<file path="src/design/b2da_pkg.sv">
`timescale 1ns / 1ps

package b2da_pkg;

  // ASCII code of '0' and number base
  localparam logic [5:0] ASCII_ZERO = 6'd48;
  localparam int         RADIX      = 10;
  localparam int         BIN_W      = 32;

  // Per-cycle command broadcast to every digit cell
  typedef struct packed {
    logic clear;   // zero the digit
    logic dabble;  // add-3 correction then shift in the carry from below
    logic shift;   // take the digit of the cell below
  } b2da_cell_ctrl_t;

  // Controller states, one-hot
  typedef enum logic [3:0] {
    ST_IDLE = 4'b0001,
    ST_CONV = 4'b0010,
    ST_TRIM = 4'b0100,
    ST_EMIT = 4'b1000
  } b2da_state_t;

  // 10**n, evaluated at elaboration only
  function automatic logic [63:0] pow10(input int n);
    logic [63:0] acc;
    acc = 64'd1;
    for (int k = 0; k < n; k++) begin
      acc = acc * 64'(RADIX);
    end
    return acc;
  endfunction

endpackage

</file>
<file path="src/design/binary_to_decimal_ascii.sv">
`timescale 1ns / 1ps

// Binary to decimal ASCII converter.
// Input channel: in_value (32-bit unsigned) with in_valid / in_stall. One
// number is taken at a time; in_stall is high from acceptance until the last
// digit beat of that number has been taken.
// Output channel: one beat per decimal digit, most significant first, no
// leading zeros; out_digit_char is the ASCII code, out_last marks the least
// significant digit. Zero gives the single beat '0'. Only the DIGIT_SLOTS
// least significant digits are kept when the number has more.
// Sequence: a row of DIGIT_SLOTS BCD cells runs 32 shift-and-add-3 steps,
// then shifts out leading zeros one per cycle, then emits one digit per
// cycle while out_stall is low. out_valid rises once the leading zeros are
// gone; after the last beat is taken the block returns to idle and takes
// the next number, so the rate of numbers is set by the 32-step
// conversion, the digit shift and the return to idle.
// A stalled beat holds its payload; the chain waits until it is taken.
// Reset (synchronous, rst_n low) returns the block to idle and drops any
// number in flight.
module binary_to_decimal_ascii
  import b2da_pkg::*;
#(
  parameter int DIGIT_SLOTS = 10
) (
  input  logic        clk,
  input  logic        rst_n,
  input  logic        in_valid,
  output logic        in_stall,
  input  logic [31:0] in_value,
  output logic        out_valid,
  input  logic        out_stall,
  output logic [5:0]  out_digit_char,
  output logic        out_last
);

  localparam int          REM_W   = $clog2(DIGIT_SLOTS + 1);
  localparam int          BCNT_W  = $clog2(BIN_W);
  localparam logic [63:0] FULL_TH = pow10(DIGIT_SLOTS - 1);

  b2da_state_t       state_r, state_nxt;
  logic [BIN_W-1:0]  bin_r, bin_nxt;
  logic [BCNT_W-1:0] bcnt_r, bcnt_nxt;
  logic [REM_W-1:0]  rem_r, rem_nxt;
  logic              full_r, full_nxt;
  b2da_cell_ctrl_t   ctrl;

  logic [DIGIT_SLOTS:0] carry;
  logic [3:0]           digit [DIGIT_SLOTS+1];
  logic [3:0]           top_digit;

  logic in_acc;
  logic out_acc;

  assign in_acc    = in_valid && !in_stall;
  assign out_acc   = out_valid && !out_stall;
  assign in_stall  = (state_r != ST_IDLE);
  assign out_valid = (state_r == ST_EMIT);

  // Digit chain: carries and digits move up by one cell
  assign carry[0] = bin_r[BIN_W-1];
  assign digit[0] = 4'd0;

  for (genvar i = 0; i < DIGIT_SLOTS; i++) begin : g_cell
    b2da_cell u_cell (
      .clk       (clk),
      .ctrl      (ctrl),
      .bit_in    (carry[i]),
      .digit_in  (digit[i]),
      .bit_out   (carry[i+1]),
      .digit_out (digit[i+1])
    );
  end

  assign top_digit      = digit[DIGIT_SLOTS];
  assign out_digit_char = ASCII_ZERO + {2'b00, top_digit};
  assign out_last       = (rem_r == REM_W'(1));

  // Sequencer
  always_comb begin
    state_nxt   = state_r;
    bin_nxt     = bin_r;
    bcnt_nxt    = bcnt_r;
    rem_nxt     = rem_r;
    full_nxt    = full_r;
    ctrl.clear  = 1'b0;
    ctrl.dabble = 1'b0;
    ctrl.shift  = 1'b0;
    case (state_r)
      ST_IDLE: begin
        if (in_acc) begin
          ctrl.clear = 1'b1;
          bin_nxt    = in_value;
          bcnt_nxt   = '0;
          rem_nxt    = REM_W'(DIGIT_SLOTS);
          full_nxt   = ({32'd0, in_value} >= FULL_TH);
          state_nxt  = ST_CONV;
        end
      end
      ST_CONV: begin
        ctrl.dabble = 1'b1;
        bin_nxt     = {bin_r[BIN_W-2:0], 1'b0};
        bcnt_nxt    = bcnt_r + BCNT_W'(1);
        if (bcnt_r == BCNT_W'(BIN_W - 1)) begin
          state_nxt = ST_TRIM;
        end
      end
      ST_TRIM: begin
        // drop leading zeros unless the number fills every cell
        if (!full_r && (rem_r > REM_W'(1)) && (top_digit == 4'd0)) begin
          ctrl.shift = 1'b1;
          rem_nxt    = rem_r - REM_W'(1);
        end else begin
          state_nxt = ST_EMIT;
        end
      end
      ST_EMIT: begin
        if (out_acc) begin
          if (rem_r == REM_W'(1)) begin
            state_nxt = ST_IDLE;
          end else begin
            ctrl.shift = 1'b1;
            rem_nxt    = rem_r - REM_W'(1);
          end
        end
      end
      default: begin
        state_nxt = ST_IDLE;
      end
    endcase
  end

  always_ff @(posedge clk) begin
    if (!rst_n) begin
      state_r <= ST_IDLE;
      rem_r   <= '0;
      bcnt_r  <= '0;
      full_r  <= 1'b0;
    end else begin
      state_r <= state_nxt;
      rem_r   <= rem_nxt;
      bcnt_r  <= bcnt_nxt;
      full_r  <= full_nxt;
    end
  end

  always_ff @(posedge clk) begin
    bin_r <= bin_nxt;
  end

`ifndef SYNTHESIS
  // a beat always carries a decimal digit
  assert property (@(posedge clk) disable iff (!rst_n)
    out_valid |-> (top_digit <= 4'd9))
    else $error("non-decimal digit on output");

  // the final beat of a number frees the input side
  assert property (@(posedge clk) disable iff (!rst_n)
    (out_valid && !out_stall && out_last) |=> !in_stall)
    else $error("input still stalled after last beat");

  // an accepted number starts conversion and is not yet emitting
  assert property (@(posedge clk) disable iff (!rst_n)
    (in_valid && !in_stall) |=> (in_stall && !out_valid))
    else $error("bad state after input beat");
`endif

endmodule

</file>
<file path="src/design/b2da_cell.sv">
`timescale 1ns / 1ps

// One BCD digit of the conversion chain
module b2da_cell
  import b2da_pkg::*;
(
  input  logic            clk,
  input  b2da_cell_ctrl_t ctrl,
  input  logic            bit_in,     // carry from the cell below
  input  logic [3:0]      digit_in,   // digit of the cell below
  output logic            bit_out,    // carry to the cell above
  output logic [3:0]      digit_out
);

  logic [3:0] digit_r;
  logic [3:0] digit_nxt;
  logic [3:0] adj;

  // add-3 when the digit would reach ten after doubling
  assign adj     = (digit_r >= 4'd5) ? (digit_r + 4'd3) : digit_r;
  assign bit_out = adj[3];

  always_comb begin
    digit_nxt = digit_r;
    if (ctrl.clear) begin
      digit_nxt = 4'd0;
    end else if (ctrl.dabble) begin
      digit_nxt = {adj[2:0], bit_in};
    end else if (ctrl.shift) begin
      digit_nxt = digit_in;
    end
  end

  always_ff @(posedge clk) begin
    digit_r <= digit_nxt;
  end

  assign digit_out = digit_r;

endmodule

</file>
<file path="config.mk">
export PLATFORM = sky130hd
export DESIGN_NAME = binary_to_decimal_ascii
export DESIGN_NICKNAME = d
export VERILOG_FILES = /design/src/design/b2da_pkg.sv /design/src/design/binary_to_decimal_ascii.sv /design/src/design/b2da_cell.sv
export SDC_FILE = /design/constraint.sdc
export NUM_CORES = 1
export LEC_CHECK = 0
export BUFFER_PORTS_ARGS = -buffer_cell sky130_fd_sc_hd__clkbuf_2
export CORE_ASPECT_RATIO = 0.75
export CORE_MARGIN = 8
export CORE_UTILIZATION = 30
export CTS_CLUSTER_SIZE = 16
export DETAILED_ROUTE_END_ITERATION = 8
export HOLD_SLACK_MARGIN = 0.12
export PLACE_DENSITY_LB_ADDON = 0.2
export RECOVER_POWER = 25
export SLEW_MARGIN = 25
export SYNTH_ARGS = -nofsm -noshare
export SYNTH_HDL_FRONTEND = slang
export SYNTH_SLANG_ARGS = --single-unit
</file>
<file path="constraint.sdc">
create_clock -name clk -period 4.8 [get_ports clk]
set_clock_uncertainty 0.2 [all_clocks]
set_input_delay 0.24 -clock clk [delete_from_list [all_inputs] [get_ports clk]]
set_output_delay 0.24 -clock clk [all_outputs]
set_load 0.05 [all_outputs]
</file>
Yosys cells after proc, flatten, opt, wreduce, memory -nomap -nowiden. Index checks and enable logic that the tools add are counted.

Multipliers: 0. Add/sub/neg operators: 13. Bitwise logic cells: 0. Divide/modulo/power cells: 0. Reduce and logical (&&, ||, !) cells: 15. Equality and inequality tests: 14. Mux-type cells: 52. $lt $le $gt $ge: 12. Shifts and indexed selects: 0.

Operators with widths (count): two-way mux 4 bit (38); case mux 32 bit (2 select lines) (1); greater-or-equal comparator 4 x 3 -> 1 bit, second input constant (10); adder 4 x 2 -> 4 bit, second input constant (9); greater-or-equal comparator 32 x 30 -> 1 bit, second input constant (1); two-way mux 32 bit (1); case mux 4 bit (4 select lines) (1); case mux 4 bit (3 select lines) (1); != test 2 bit, second input constant (5); case mux 5 bit (2 select lines) (1); AND reduction 5 bit (2); == test 4 x 1 -> 1 bit, second input constant (2); adder 5 x 5 -> 6 bit, first input constant (1); two-way mux 1 bit (6); adder 5 x 1 -> 5 bit, second input constant (1); == test 5 bit, second input constant (1); two-way mux 5 bit (1); == test 4 x 2 -> 1 bit, second input constant (1); == test 4 x 3 -> 1 bit, second input constant (1); == test 4 bit, second input constant (1); greater-than comparator 4 x 1 -> 1 bit, second input constant (1); logical AND 1 bit (4); logical NOT 4 bit (1); != test 2 x 1 -> 1 bit, second input constant (2); other kinds (9) (13).

Output and inout bits: 9. Memory bits (read-only): 0. Memory bits (writable): 0. Word-level logic and storage cells: 121. Memories kept: 0. Input bits: 36. Latch bits: 0. Bits in registers: 86.

Depth between registers and ports, before layout.
Depth after elaboration: 7. Depth in mapped cells: 8. Mapped depth without buffers: 7.

By module. Synthesis repeated with hierarchy kept, for this count alone.

Cell total of the unflattened synthesis: 595. Area total of the unflattened synthesis: 5028.6 sq um.

By module, submodules not included: b2da_cell (sequential area each 80.1 sq um, cells an instance 35, area an instance 280.3 sq um, instances 10); binary_to_decimal_ascii (sequential area each 1241.2 sq um, cells an instance 245, area an instance 2225.9 sq um, instances 1).

Worst setup path before layout. No wires, ideal clock.

Kind: reg2reg. Start point: register rem_r[0]. End point: register g_cell[2].u_cell.digit_r[3]. Setup slack: 1.777 ns. Buffers on the path: 1. Setup time: 0.074 ns. Stages on the path, launching flop included: 8. Required time: 4.526 ns. Arrival: 2.748 ns. Period minus slack after synthesis: 3.023 ns. Cells stage by stage: dfxtp_1 ha_1 nor3b_1 nand2b_2 o21a_1 clkbuf_1 nand3_1 a31oi_1.

Elaborated cells between the ends (all ways): 9. Those cells by class: 1 x order compare; 1 x eq/ne; 4 x mux; 3 x reduce/logical.

RTL lines: from (decl) (RTL line binary_to_decimal_ascii.sv:43) `logic [REM_W-1:0] rem_r, rem_nxt;`; from (signal assigned) (RTL line binary_to_decimal_ascii.sv:140) `rem_r <= rem_nxt;`; == test 4 x 1 -> 1 bit; via out_last (RTL line binary_to_decimal_ascii.sv:33) `output logic out_last`; two-way mux 1 bit (RTL line binary_to_decimal_ascii.sv:118) `if (rem_r == REM_W'(1)) begin`; two-way mux 1 bit (RTL line binary_to_decimal_ascii.sv:117) `if (out_acc) begin`; case mux 1 bit (2 select lines) (RTL line binary_to_decimal_ascii.sv:88) `case (state_r)`; nonzero test 2 bit (no line); to (signal assigned) (RTL line b2da_cell.sv:35) `digit_r <= digit_nxt;`; to (decl) (RTL line b2da_cell.sv:15) `logic [3:0] digit_r;`.

The timed path passes the listed nets, and every way through them passes these cells. A chain may end at the register's enable or synchronous reset.

Final worst setup path.
Start point: register state_r[3]. End point: register g_cell[4].u_cell.digit_r[0].

Cells in the longest elaborated chain, start to end: 5. Elaborated cells between the ends (all ways): 15. Those cells by class: 5 x eq/ne; 6 x mux; 4 x reduce/logical.

Ends and longest elaborated chain: from (decl) (RTL line binary_to_decimal_ascii.sv:40) `b2da_state_t state_r, state_nxt;`; from (signal assigned) (RTL line binary_to_decimal_ascii.sv:139) `state_r <= state_nxt;`; == test 4 bit / != test 4 x 1 -> 1 bit (equally long branches) (RTL line binary_to_decimal_ascii.sv:57, binary_to_decimal_ascii.sv:88, binary_to_decimal_ascii.sv:56); logical AND 1 bit / logical NOT 1 bit (equally long branches) (RTL line binary_to_decimal_ascii.sv:55, binary_to_decimal_ascii.sv:54); two-way mux 1 bit / logical AND 1 bit (equally long branches) (RTL line binary_to_decimal_ascii.sv:117, binary_to_decimal_ascii.sv:54); case mux 1 bit (2 select lines) / two-way mux 1 bit (equally long branches) (RTL line binary_to_decimal_ascii.sv:88, binary_to_decimal_ascii.sv:90); nonzero test 2 bit (no line) / two-way mux 1 bit (equally long branches); to (signal assigned) (RTL line b2da_cell.sv:35); to (decl) (RTL line b2da_cell.sv:15).

Parallel ways exist; a longest one is shown, timed or not.

==> reports/metrics.cfg <==
[logic_synthesis]
syn_inst=566
yosysWarnings=0
syn-cell-area_um2=4890
synth_enable_flop_cells=32
ys_ff_latch=86
syn_area_per_cell_um2=8.64
ys_types=50
synth-main-ff-cell=dfxtp_1
synth-async-reset-ratio_pct=0
yosysSeqAreaShare_pct=41.8

[sta]
min_period_ps=3600
setup_viol=0
final-max-slew-violation-count=42
hold_slack_ps=127
tightest_slew_ps=1730
period_share_pct=74.9
fin_ws_ps=1200
fmaxAchievable_mhz=278
grt_setup_unrepaired=no
setup_tns_ps=0
max-slew-margin-rel_pct=-15.4
hold_viol=0

[die]
die_x_um=163
core-area_um2=16000
dieHeight_um=127
rows=40
dieArea_um2=20700
ios=45
initial_core_util_pct=30.6

[place]
io_buffers=42
dpl.hpwl_mm=7.75
pre_cts_slack_ps=1940
gp_congestion=0.744

[global_routing]
grt_pass1_wl_mm=19.7
antenna_found_initial=0
overflow=0
busiest_layer=met2
use_met1_pct=15.8
grt_max_degree=59
gr-usage-all-layers_pct=11.5
grt_pass1_vias=3953
grt_use_met3_pct=2.55
met2_usage_pct=17.5

[detailed_routing]
ant_nets=0
firstDrtPassIters=5
routedWlPerCell_um=14.1
viasPerCell=5.07
drc=0
wirelength_mm=11.9
vias=4257
drt_iter0_markers=318

[worst_hold_path]
hp-class=in -> reg

[final_layout]
drive_gt1_share_pct=10.5
nFillCells=1598
final_cell_mix=nand2_1, dfxtp_1, nor3_1
antenna_cells=0
multi_input_area_um2=2570
seq_area_um2=2040
final_common_cell=nand2_1
num-nets-final=685
area_delta_synth_final_pct=21.4

[clock_network]
cts_tree=yes
cts_max_path_buffers=2
numCtsBuffers=9
cts_resized=0
clock_latency_ps=340
htreeDepth=3
cts.reportedPaths.clkPinSlew_ps=60
cts_hold_buf=34
clock-root-buffer=clkbuf_16
clock_sinks=86
post_cts_buffers=0

[worst_setup_path]
path_max_fanout=58
crit_chain=or4b_4 > clkbuf_1 > a221oi_1 > a211oi_1 > a21oi_1 > a211oi_1
crit_required_ps=4840
start_kind=flip-flop
end_kind=flip-flop
cp.arrival_ps=3640
path_class=reg -> reg
slowest_delay_ps=1310
path_common_cell=a211oi_1
critPathSlowestCell=clkbuf_1

[pwr]
p_leak_uw=0.00235
p_per_area_nw_per_um2=422
ir_worst_vdd_uv=147

[run_status]
status=complete, but fails checks
violations=max-capacitance violations, max-slew violations

[run]
max_cap_viol_count=1

## worst max-delay path, delay by kind of cell (launching register included)
kind                   cells  cell delay (ps)
AO/OA/AOI/OAI              4              810
buffers and inverters      1             1310
flip-flops                 1              520
AND/OR/NAND/NOR            1              610
## layout make-up
| cell class | instances | share of cell area (%) |
|---|---|---|
| inverters | 26 | 1.64 |
| flip-flops and latches | 86 | 34.4 |
| multi-input cells | 418 | 43.3 |
| clock buffers | 9 | 3.79 |
| well taps | 210 | 4.42 |
| repair buffers | 83 | 9.97 |
| clock inverters | 7 | 2.44 |
## cells in the mapped netlist, types with 2 or more instances
master	instances	area (um2)
nor3_1	39	195
nand2_1	108	405
and2_1	2	12.5
a311oi_1	3	26.3
a221oi_1	7	61.3
buf_4	8	60.1
dfxtp_1	54	1080
nor3b_1	6	45.0
nor4b_2	4	60.1
a21boi_0	4	30.0
edfxtp_1	32	961
nand3_1	15	75.1
nor2_1	24	90.1
o21ai_0	38	190
a211oi_1	26	195
inv_1	26	97.6
buf_2	8	40.0
xnor2_1	11	96.3
clkbuf_1	18	67.6
nand3b_1	2	15.0
nand2b_1	10	62.6
a21oi_1	23	115
mux2i_1	14	140
a31oi_1	13	81.3
nor4b_1	6	52.6
or3_1	2	12.5
o311a_1	3	30.0
buf_1	3	11.3
ha_1	25	313
o21a_1	2	15.0
o32ai_1	3	26.3
nor2b_1	9	56.3
## routing by layer
metal  share of wire [%]  up-vias
met1                  49     2003
met5                   0        -
met4                 1.2        0
met2                  44      107
met3                 5.5       11
li1                    -     2136
## power by group
group / switching (uW) / total, uW / internal [uW]
sequential: 123 / 1010 / 892
clock: 297 / 861 / 564
combinational: 361 / 628 / 267
## flip-flops by register name, indices dropped and copies added (netlist names)
name                     flops
state_r                      4
bin_r                       32
rem_r                        4
full_r                       1
g_cell.u_cell.digit_out     40
bcnt_r                       5
## per-stage QoR
| step | instance area (um2) | instances | power [uW] | utilization [%] |
|---|---|---|---|---|
| 5_1_grt | 5940 | 839 | 2650 | 37.2 |
| 3_3_place_gp | 5250 | 789 | 1620 | 32.9 |
| 6_report | 5940 | 839 | 2500 | 37.2 |
| 3_5_place_dp | 5250 | 789 | 1640 | 32.9 |
| 2_1_floorplan | 4890 | 567 | 1490 | - |
| 4_1_cts | 5960 | 839 | 2530 | 37.4 |
## worst paths after layout
path	from	endpoint	slack, ps	cells after the start
max	state_r[3]$_SDFFE_PN0P_	g_cell[4].u_cell.digit_out[0]$_SDFFE_PP0P_	1200	6
min	rst_n	state_r[3]$_SDFFE_PN0P_	130	3
max reg2reg	state_r[3]$_SDFFE_PN0P_	g_cell[4].u_cell.digit_out[0]$_SDFFE_PP0P_	1200	6
min reg2reg	bcnt_r[3]$_SDFFE_PN0P_	bcnt_r[3]$_SDFFE_PN0P_	260	1
## logic make-up (layout without fill, tap and decap cells)
logic type | Yosys count | count (layout) | synth area share [%]
multiplexers | 15 | 15 | 3.10
flip-flops | 86 | 86 | 41.8
AND/OR/NAND/NOR | 232 | 232 | 23.0
other | 1 | 2 | 0.0767
buffers and inverters | 63 | 125 | 5.65
adder cells (fa/ha/maj) | 25 | 25 | 6.40
AO/OA/AOI/OAI | 133 | 133 | 18.1
XOR/XNOR | 11 | 11 | 1.97
Note: power is estimated with default switching activity, not from simulation.
